==> src/rtl/jafl_pkg.sv <==
// ----------------------------------------------------------------------------
// jafl_pkg: shared types and constants for the joint angle fusion low-pass.
// Holds the frame and result payloads, the configuration set, the lane
// control group and the saturation helper used by the angle datapaths.
// ----------------------------------------------------------------------------
package jafl_pkg;

  localparam int JOINT_COUNT = 6;

  typedef logic signed [15:0] angle_t;
  typedef logic [16:0] gain_t;
  typedef angle_t [JOINT_COUNT-1:0] joint_vec_t;

  localparam int CFG_INDEX_W = 3;
  localparam int CFG_DATA_W = 17;

  localparam logic [CFG_INDEX_W-1:0] REG_LOWPASS_GAIN = 3'd0;
  localparam logic [CFG_INDEX_W-1:0] REG_ROLL_IK_WEIGHT = 3'd1;
  localparam logic [CFG_INDEX_W-1:0] REG_ROLL_HAND_WEIGHT = 3'd2;
  localparam logic [CFG_INDEX_W-1:0] REG_WRIST_PITCH_MIN = 3'd3;
  localparam logic [CFG_INDEX_W-1:0] REG_WRIST_PITCH_MAX = 3'd4;

  localparam gain_t LOWPASS_GAIN_RESET = 17'd16384;
  localparam gain_t ROLL_IK_WEIGHT_RESET = 17'd32768;
  localparam gain_t ROLL_HAND_WEIGHT_RESET = 17'd32768;
  localparam angle_t WRIST_PITCH_MIN_RESET = -16'sd11520;
  localparam angle_t WRIST_PITCH_MAX_RESET = 16'sd11520;
  localparam angle_t HELD_PITCH_RESET = 16'sd6400;

  localparam angle_t PITCH_FULL = 16'sd12800;
  localparam logic signed [32:0] PITCH_ROUND = 33'sd6400;
  localparam logic [21:0] PITCH_BIAS = 22'd1638400;
  localparam logic [22:0] RECIP_MULT = 23'd5368710;
  localparam logic signed [18:0] QUOT_BIAS = 19'sd65536;
  localparam logic signed [34:0] ROUND_HALF = 35'sd32768;

  typedef struct packed {
    logic [31:0] frame_time;
    angle_t      ik_base;
    angle_t      ik_shoulder;
    angle_t      ik_upper_roll;
    angle_t      ik_elbow;
    logic        hand_present;
    angle_t      hand_upper_roll;
    angle_t      hand_fore_roll;
    angle_t      hand_pitch;
    logic        command_present;
    logic        command_record;
  } frame_t;

  typedef struct packed {
    logic [31:0] out_time;
    angle_t      joint_one;
    angle_t      joint_two;
    angle_t      joint_three;
    angle_t      joint_four;
    angle_t      joint_five;
    angle_t      joint_six;
    logic        record_tap;
    logic        record_done;
  } result_t;

  typedef struct packed {
    gain_t  lowpass_gain;
    gain_t  roll_ik_weight;
    gain_t  roll_hand_weight;
    angle_t wrist_pitch_min;
    angle_t wrist_pitch_max;
  } cfg_t;

  typedef struct packed {
    angle_t upper_roll;
    angle_t fore_roll;
    angle_t pitch;
  } hold_t;

  typedef struct packed {
    logic mult;
    logic update;
    logic seeded;
  } lane_ctrl_t;

  function automatic angle_t sat16(input logic signed [19:0] v);
    if (v > 20'sd32767) begin
      return 16'sh7fff;
    end else if (v < -20'sd32768) begin
      return 16'sh8000;
    end else begin
      return v[15:0];
    end
  endfunction

endpackage

==> src/rtl/jafl_lane.sv <==
// ----------------------------------------------------------------------------
// jafl_lane: one low-pass filter lane.
// Holds one filtered joint angle; once seeded, it moves toward the new sample
// by the gain (registered multiply, rounded saturating add); else takes it.
// ----------------------------------------------------------------------------
module jafl_lane import jafl_pkg::*; (
  input  logic       clk,
  input  logic       rst,
  input  angle_t     sample,
  input  gain_t      gain,
  input  lane_ctrl_t ctrl,
  output angle_t     value
);

  logic signed [16:0] diff;
  logic signed [34:0] prod;
  logic signed [34:0] prod_round;
  logic signed [19:0] sum;

  assign diff = {sample[15], sample} - {value[15], value};
  assign prod_round = prod + ROUND_HALF;
  assign sum = {{4{value[15]}}, value} + {prod_round[34], prod_round[34:16]};

  always_ff @(posedge clk) begin
    if (ctrl.mult) begin
      prod <= $signed({1'b0, gain}) * diff;
    end
  end

  always_ff @(posedge clk) begin
    if (rst) begin
      value <= '0;
    end else if (ctrl.update) begin
      value <= ctrl.seeded ? sat16(sum) : sample;
    end
  end

endmodule

==> config.mk <==
export PLATFORM = sky130hd
export DESIGN_NAME = jafl_lane
export DESIGN_NICKNAME = d
export VERILOG_FILES = /design/src/rtl/jafl_pkg.sv /design/src/rtl/jafl_lane.sv
export SDC_FILE = /design/constraint.sdc
export NUM_CORES = 1
export LEC_CHECK = 0
export BUFFER_PORTS_ARGS = -buffer_cell sky130_fd_sc_hd__buf_2
export CORE_MARGIN = 2
export CORE_UTILIZATION = 30
export CTS_BUF_LIST = sky130_fd_sc_hd__clkbuf_4
export DETAILED_ROUTE_END_ITERATION = 12
export MAX_ROUTING_LAYER = met4
export PLACE_DENSITY_LB_ADDON = 0.05
export SYNTH_ARGS = -nofsm -noshare
export SYNTH_HDL_FRONTEND = slang
export SYNTH_SLANG_ARGS = --single-unit
==> constraint.sdc <==
create_clock -name clk -period 10.41 [get_ports clk]
set_clock_uncertainty 0.1 [all_clocks]
set_input_delay 1.041 -clock clk [delete_from_list [all_inputs] [get_ports clk]]
set_output_delay 1.041 -clock clk [all_outputs]
set_load 0.05 [all_outputs]
# [After elaboration in Yosys (flattened, before gate mapping)]
# Cells that the tools add are included.
[totals] out_inout_bits=16 in_bits=38 word_cells=11 register_bits=51
[classes] add_sub_neg=3 magnitude_cmp=2 n_mul=1 mux=3
[ops] cell="16-bit two-way mux" n=3
[ops] cell="35-bit by 17-bit adder with 35-bit output, second input constant" n=1
[ops] cell="18-bit by 17-bit multiplier with 35-bit output" n=1
[ops] cell="16-bit by 19-bit adder with 20-bit output" n=1
[ops] cell="20-bit by 16-bit greater-than comparator with 1-bit output, second input constant" n=1
[ops] cell="20-bit by 16-bit less-than comparator with 1-bit output, second input constant" n=1
[ops] cell="16-bit by 16-bit subtractor with 17-bit output" n=1

# [Logic depth before layout (Yosys ltp)]
# Gate-level depths: netlist of run 1.
[depth] ltp_word=6 depth_mapped=34 mapped_depth_nobuf=33

# [Worst setup path after synthesis of run 1]
# OpenSTA, ideal clock, no wires.
[synth_timing] path_type="in2reg" startpoint="input sample[0]" endpoint="register prod[34] (data pin)" setup_slack_ns=1.748 n_path_buf=1 stages=33 t_required_ns=10.050 arrival_ns=8.302 setup_ns=0.260 cell_sequence="inv_1 -> ha_1 -> fa_1 -> nor2b_1 -> o21ai_0 -> nand2b_1 -> a21oi_1 -> o21ai_1 -> a21oi_1 -> xnor2_1 -> clkbuf_1 -> nand2_1 -> fa_1 -> inv_1 -> fa_1 -> inv_1 -> fa_1 -> inv_1 -> fa_1 -> fa_1 -> inv_1 -> fa_1 -> inv_1 -> ha_1 -> a21o_1 -> a21o_1 -> a21oi_1 -> a31oi_2 -> o21ai_0 -> a31oi_1 -> a221oi_1 -> o21bai_1 -> xnor2_1"
[synth_between] elab_chain_len=2
[synth_lines] item="start: declaration" line="jafl_lane.sv:9" source="input angle_t sample,"
[synth_lines] item="16-bit by 16-bit subtractor with 17-bit output" line="jafl_lane.sv:20" source="assign diff = {sample[15], sample} - {value[15], value};"
[synth_lines] item="18-bit by 17-bit multiplier with 35-bit output" line="jafl_lane.sv:26" source="prod <= $signed({1'b0, gain}) * diff;"
[synth_lines] item="end signal: assignment" line="jafl_lane.sv:26"
[synth_lines] item="end: declaration" line="jafl_lane.sv:16" source="logic signed [34:0] prod;"
# Every way passes these cells.
# A chain may end at the register's enable or synchronous reset.

# [Final worst setup path of run 1]
# Ends and elaborated chain as after synthesis.

==> results of run 1 <==
cell usage in the layout (no fill, tap or decap), types with 3 or more instances in the layout:
master,instances
inv_1,322
fa_1,225
nand2_1,195
ha_1,160
and2_1,80
nor2_1,61
buf_2,53
nor2b_1,43
a21oi_1,41
o21ai_0,37
xnor2_1,36
nand2b_1,25
edfxtp_1,20
nor3_1,19
buf_4,19
nand3_1,18
o21ai_1,16
dfxtp_1,16
a21o_1,13
xor2_1,12
o21a_1,11
mux2i_1,10
or2_2,9
nand4_1,9
and3_1,7
mux2_2,7
a21oi_2,7
or3_1,6
xnor2_2,5
clkbuf_4,5
a22o_1,3
a311oi_1,3
nor4_1,3
o21bai_1,3
sequential cells by signal (all words and copies together) (netlist names):
| register | flops |
|---|---|
| prod | 20 |
| value | 16 |
synth_stat cells (9+ instances only):
cell type    n
nand2b_1    25
clkbuf_1    41
inv_1      322
fa_1       225
ha_1       160
nor2_1      61
xnor2_1     40
nand2_1    195
nor3_1      19
or2_2        9
and2_1      80
dfxtp_1     16
a21o_1      13
o21a_1      11
edfxtp_1    20
nand4_1      9
xor2_1      12
mux2i_1     10
o21ai_1     16
o21ai_0     37
nor2b_1     43
a21oi_1     41
nand3_1     18
layer usage:
layer / share of wire [%] / routed length (um) / track usage (%)
met1: 49 / 17700 / 23.34
met2: 49 / 17600 / 30.13
met3: 1.7 / 632 / 0.6204
met4: 0.89 / 324 / 2.234
met5: 0 / 0 / -
through the flow:
| step | hold WS (ns) | instances |
|---|---|---|
| 6_report | 0.4136 | 2130 |
| 5_1_grt | 0.4499 | 2130 |
| 4_1_cts | 0.4168 | 2129 |
| 3_5_place_dp | 0.3969 | 2121 |
| 3_3_place_gp | 0.3950 | 2121 |
| 2_1_floorplan | 0.5865 | 1513 |
final timing paths:
| path | to | slack [ns] |
|---|---|---|
| setup / recovery | prod[34] | 1.33 |
| hold / removal | value[0] | 0.41 |
| setup reg to reg | prod[34] | 1.52 |
| hold reg to reg | value[0] | 0.41 |
critical path: cells and delay by family:
family / cells / cell delay (ns)
adders and majority gates: 9 / 3.84
AOI/OAI and AO/OA: 12 / 2.63
and+or+nand+nor: 5 / 1.25
buffers and inverters: 4 / 0.22
xor gates and xnor gates: 1 / 0.14
cell families after synthesis:
group                      count (synthesis)  synth area share, %
buffers and inverters                    371                10.88
adders and majority gates                385                50.10
DFF                                       36                7.091
xor gates and xnor gates                  53                3.632
muxes                                     18                1.465
and+or+nand+nor                          486                18.36
AOI/OAI and AO/OA                        164                8.469
cell type report:
type,instances,area (um^2),share of cell area [%]
inverter,322,1209,8.611
tap,585,732.0,5.215
sequential,36,920.9,6.561
timing repair buffer,72,407.9,2.906
multi-input combinational,1106,10690,76.15
antenna,1,2.502,0.01783
clock buffer,5,37.54,0.2674
clock inverter,3,37.54,0.2674
==> results.toml, run 1 <==
[status]
outcome = "finished, final reports clean"

[global_routing]
grt_use_total_pct = 17.41
grt_max_degree = 37
overflow = 0
grt_pass1_vias = 10490
grt_pass1_wl_um = 58330
antenna_found_initial = 1

[place]
place_ws_ns = 0.8458
gp_congestion = 0.7743
post-dp-hpwl_um = 30810
io_buffers = 53
place_area_mm2 = 0.01396

[yosys]
synth.top_cell.area_share_pct = 34.69
synthDistinctLibCells = 70
yosysWarnings = 0
ys.flop_type = "edfxtp_1"
synth-edff-count = 20
syn_inst = 1513
syn_avg_cell_area_um2 = 8.583
async_flop_share_pct = 0
synthTopCellsByArea = "fa_1 35%, ha_1 15%, inv_1 9.3%"
synth-seq-cells = 36
synth_area_leader_cell = "fa_1"
synth_sequential_area_ratio_pct = 7.091
netlist_area_mm2 = 0.01299
synthesis.nets = 1936

[final_layout]
areaGrowthSynthToFinish_pct = 8.084
fin_area_mm2 = 0.01404
layout.nets = 1966
n_fill_cell = 4650
drive_gt1_share_pct = 7.837
utilization_pct = 32.73

[route]
vias = 9722
drtPass1Iterations = 4
remaining_drc_errors = 0
antenna_left = 0
drtIter0Drc = 387
wirelength_um = 36260
wl_per_cell_um = 17.02
vias_per_cell = 4.564

[clock_tree]
cts_tree = "yes"
cts_inserted_buffers = 5
clock_latency_ns = 0.40
clkSlewWorstSetupHoldPaths_ns = 0.15
cts_resized = 0
ctsHoldBuffers = 0
root_buffer = "clkbuf_4"
clock_path_buffers = 2
htreeDepth = 2
clock-sinks = 36
cts_setup_buffers = 0

[sta]
finalSetupTns_ns = 0
slew_viol_final = 0
rsz0062_at_grt = "no"
period_needed_ns = 9.080
finalCritPeriodShare_pct = 87.23
worst_slack_ns = 1.330
worst_pin_slew_ns = 1.235
max_freq_mhz = 110.1
hold_violations = 0
setup_viol = 0
maxSlewHeadroom_pct = 17.39

[floorplan]
core_mm2 = 0.04289
die_x_um = 212.1
row_count = 76
start_util_pct = 30.28
fp.dieH_um = 212.1
die-area_mm2 = 0.04497
io_pins = 54

[setup_path]
crit_fanout = 12
worst_ep_arrival_time_ns = 9.12
cp.required_ns = 10.45
r2r-start = "value[1]"
cp-start-kind = "primary input"
critPathKind = "in2reg"
cp-end-kind = "register"
crit_slowest_cell = "fa_1"
startpoint = "sample[0]"
slowest_delay_ns = 0.55
crit_path_frequent_cell = "fa_1"
reg2regPathDepth = 31

[hold_path]
worstHoldStart = "value[0]"
hold_class = "reg2reg"
whs_path_depth = 2

[flow_run]
drv_cap = 0
Power of run 1 is left out: the tool's default activity adds up to more than one toggle a clock period on the data nets, which glitch-free logic cannot reach.
==> run 2, diff against run 1 <==
==> constraint.sdc (replaced) <==
create_clock -name clk -period 10.41 [get_ports clk]
set_clock_uncertainty 0.1 [all_clocks]
set_input_delay 2.082 -clock clk [delete_from_list [all_inputs] [get_ports clk]]
set_output_delay 2.082 -clock clk [all_outputs]
set_load 0.05 [all_outputs]
==> results.toml, run 2 (synthesized netlist as in run 1, its figures left out) <==
[clock_tree]
cts_setup_buffers = 0
clock_path_buffers = 2
ctsHoldBuffers = 0
clock_latency_ns = 0.37
cts_resized = 0
cts_inserted_buffers = 5
root_buffer = "clkbuf_4"
htreeDepth = 2
clkSlewWorstSetupHoldPaths_ns = 0.14
cts_tree = "yes"
clock-sinks = 36

[sta]
hold_violations = 0
worst_slack_ns = 0.5102
slew_viol_final = 0
max_freq_mhz = 101.0
period_needed_ns = 9.900
rsz0062_at_grt = "no"
worst_pin_slew_ns = 1.185
finalCritPeriodShare_pct = 95.10
setup_viol = 0
maxSlewHeadroom_pct = 20.81

[setup_path]
crit_fanout = 12
crit_buf_inv = 7
slowest_delay_ns = 0.54
cp_top_family = "adder cells"
crit_slowest_cell = "fa_1"
worst_ep_arrival_time_ns = 9.90
cp.required_ns = 10.41
cp-end-kind = "register"
cp.depth = 33
critPathKind = "in2reg"
reg2regPathDepth = 29
cp-start-kind = "primary input"
crit_path_frequent_cell = "fa_1"

[global_routing]
antenna_found_initial = 1
grt_pass1_vias = 10670
grt_use_total_pct = 17.85
grt_pass1_wl_um = 60470
overflow = 0
grt_max_degree = 36

[floorplan]
die-area_mm2 = 0.04497
row_count = 76
fp.dieH_um = 212.1
io_pins = 54
start_util_pct = 30.28
die_x_um = 212.1
core_mm2 = 0.04289

[final_layout]
drive_gt1_share_pct = 8.339
areaGrowthSynthToFinish_pct = 8.488
layout.nets = 1969
largestRegisters = "prod x20, value x16"
largest_reg_flops = 20
final_common_cell = "inv_1"
top_register = "prod"
final_cell_mix = "322 x inv_1, 225 x fa_1, 195 x nand2_1"

[route]
remaining_drc_errors = 0
wl_per_cell_um = 17.04
vias_per_cell = 4.562
vias = 9730
antenna_left = 0
drtIter0Drc = 381
drtPass1Iterations = 4
wirelength_um = 36350

[place]
gp_congestion = 0.7859
place_ws_ns = -0.08133
io_buffers = 53
post-dp-hpwl_um = 30500

[hold_path]
whs_path_depth = 2
hold_class = "reg2reg"

[status]
outcome = "finished, final reports clean"

[flow_run]
drv_cap = 0
[run 2: changes by cell type in the layout (fill, tap and decap cells not counted), sizes merged]
cell      before  now
bufinv         1    0
clkinv         2    1
buf           72   75
clkinvlp       0    2
[run 2: through the flow]
step	instances	util (%)	area, um^2	setup TNS (ns)	hold slack (ns)
6_report	2133	32.85	14090	0	0.4028
5_1_grt	2133	32.85	14090	0	0.4408
4_1_cts	2132	32.80	14070	0	0.4064
3_3_place_gp	2124	32.66	14010	-0.04307	0.3931
3_5_place_dp	2124	32.66	14010	-0.09025	0.3884
2_1_floorplan	1513	-	12990	0	0.5865
[run 2: worst reg2reg max path, delay by kind of cell, from the launching register on]
kind / cells / cell delay [ns]
fa+ha+maj: 8 / 3.49
mux: 1 / 0.30
buf+inv: 4 / 0.56
simple gates: 4 / 0.51
compound gates: 12 / 2.93
flops: 1 / 0.48
[run 2: routing by layer]
metal / track usage, % / wire length [um]
met1: 25.07 / 18190
met2: 29.62 / 17110
met3: 0.8715 / 779
met4: 1.748 / 274
met5: - / 0
[run 2: final cells by class]
type / count / area (um^2)
Antenna cell: 1 / 2.502
Clock buffer: 5 / 37.54
Inverter: 322 / 1209
Timing Repair Buffer: 75 / 455.4
Multi-Input combinational cell: 1106 / 10710
Clock inverter: 3 / 23.77
Sequential cell: 36 / 920.9
Tap cell: 585 / 732.0
Fill cell: 4617 / 28800
[run 2: final timing paths]
kind | slack, ns | end | start
worst min register to register | 0.40 | value[0] | value[0]
worst max-delay path | 0.51 | prod[28] | sample[0]
worst max register to register | 1.78 | prod[32] | value[1]
worst min-delay path | 0.40 | value[0] | value[0]
Power of run 2 is left out for the same reason.
==> run 3, diff against run 2 <==
--- a/config.mk
+++ b/config.mk
@@ -12,6 +12,7 @@
 export DETAILED_ROUTE_END_ITERATION = 12
 export MAX_ROUTING_LAYER = met4
 export PLACE_DENSITY_LB_ADDON = 0.05
+export SKIP_CTS_REPAIR_TIMING = 1
 export SYNTH_ARGS = -nofsm -noshare
 export SYNTH_HDL_FRONTEND = slang
 export SYNTH_SLANG_ARGS = --single-unit
==> constraint.sdc (replaced) <==
create_clock -name clk -period 8.7 [get_ports clk]
set_clock_uncertainty 0.1 [all_clocks]
set_input_delay 1.74 -clock clk [delete_from_list [all_inputs] [get_ports clk]]
set_output_delay 1.74 -clock clk [all_outputs]
set_load 0.05 [all_outputs]
==> results.toml, run 3 (synthesized netlist as in run 1, its figures left out) <==
[place]
io_buffers = 53
place_area_mm2 = 0.01518
gp_congestion = 0.8118
post-dp-hpwl_um = 32230

[sta]
max_freq_mhz = 114.3
worst_slack_ns = -0.05106
finalSetupTns_ns = -0.08954
finalHoldWorstSlack_ns = 0.4190
hold_violations = 0
period_needed_ns = 8.751
maxSlewHeadroom_pct = 21.57
slew_viol_final = 0
rsz0062_at_grt = "yes"
worst_pin_slew_ns = 1.174
finalCritPeriodShare_pct = 100.6
setup_viol = 4

[floorplan]
io_pins = 54
die-area_mm2 = 0.04497
fp.dieH_um = 212.1
die_x_um = 212.1
start_util_pct = 30.28
core_mm2 = 0.04289
row_count = 76

[setup_path]
cp_top_family = "adder cells"
crit_buf_inv = 4
slowest_delay_ns = 0.52
crit_path_frequent_cell = "fa_1"
critPathKind = "in2reg"
crit_slowest_cell = "fa_1"
cp.required_ns = 8.73
cp-start-kind = "primary input"
worst_ep_arrival_time_ns = 8.78
crit_fanout = 3
cp-end-kind = "register"

[clock_tree]
clkSlewWorstSetupHoldPaths_ns = 0.12
clock-sinks = 36
htreeDepth = 2
clock_latency_ns = 0.37
cts_inserted_buffers = 5
root_buffer = "clkbuf_4"
clock_path_buffers = 2
cts_tree = "yes"

[global_routing]
grt_pass1_wl_um = 61330
overflow = 0
grt_use_total_pct = 18.13
antenna_found_initial = 1
grt_pass1_vias = 11090
grt_max_degree = 31

[route]
wl_per_cell_um = 16.57
drtPass1Iterations = 5
wirelength_um = 37630
drtIter0Drc = 402
antenna_left = 0
remaining_drc_errors = 0
vias_per_cell = 4.557
vias = 10350

[flow_run]
drv_cap = 0

[final_layout]
fin_area_mm2 = 0.01565
top_register = "prod"
n_fill_cell = 4442
drive_gt1_share_pct = 19.23
layout.nets = 2107
areaGrowthSynthToFinish_pct = 20.50
regArea_um2 = 920.9
multiInputGateArea_mm2 = 0.01112
largestRegisters = "prod x20, value x16"
utilization_pct = 36.49
final_common_cell = "inv_1"
largest_reg_flops = 20
final_cell_mix = "318 x inv_1, 222 x fa_1, 193 x nand2_1"

[hold_path]
hold_class = "reg2reg"

[status]
outcome = "finished with violations"
violations = "setup timing"
run 3: changes by cell type in the layout (fill, tap and decap cells not counted), sizes merged:
cell and change:
bufinv +1, buf +138, clkinvlp -1
run 3: worst reg2reg max path, delay by kind of cell, from the launching register on:
kind	cells	cell delay [ns]
buffers and inverters	5	0.47
and+or+nand+nor	3	0.32
muxes	1	0.34
AOI/OAI and AO/OA	13	2.76
adders and majority gates	8	3.40
DFF	1	0.33
run 3: per-stage QoR:
step | std cells | setup WS [ns]
final | 2271 | -0.05106
after global routing | 2271 | -0.3778
after CTS | 2253 | -0.1799
after detailed placement | 2245 | -0.5319
after global placement | 2245 | -0.4871
after floorplan | 1513 | -0.1211
run 3: per-layer routing:
metal	routed length (um)	vias to the layer above	share of wire (%)	track usage [%]
met5	0	-	0	-
met4	140	0	0.37	1.141
met3	805	10	2.1	1.049
met2	18430	102	49	31.43
met1	18250	5200	49	24.47
li1	-	5037	-	-
run 3: path summary, 6_finish.rpt:
check	start	endpoint	slack, ns	depth (start not counted)
max reg2reg	value[1]	prod[32]	0.74	30
max	sample[1]	prod[32]	-0.05	29
min reg2reg	value[2]	value[2]	0.42	2
min	value[2]	value[2]	0.42	2
run 3: area by class of cell:
type | instances | area share [%]
tap | 585 | 4.677
timing repair buffer | 213 | 10.10
clock inverter | 3 | 0.2718
sequential | 36 | 5.885
antenna | 1 | 0.01599
multi-input combinational | 1106 | 71.06
clock buffer | 5 | 0.2399
inverter | 322 | 7.756
Power of run 3 is left out for the same reason.
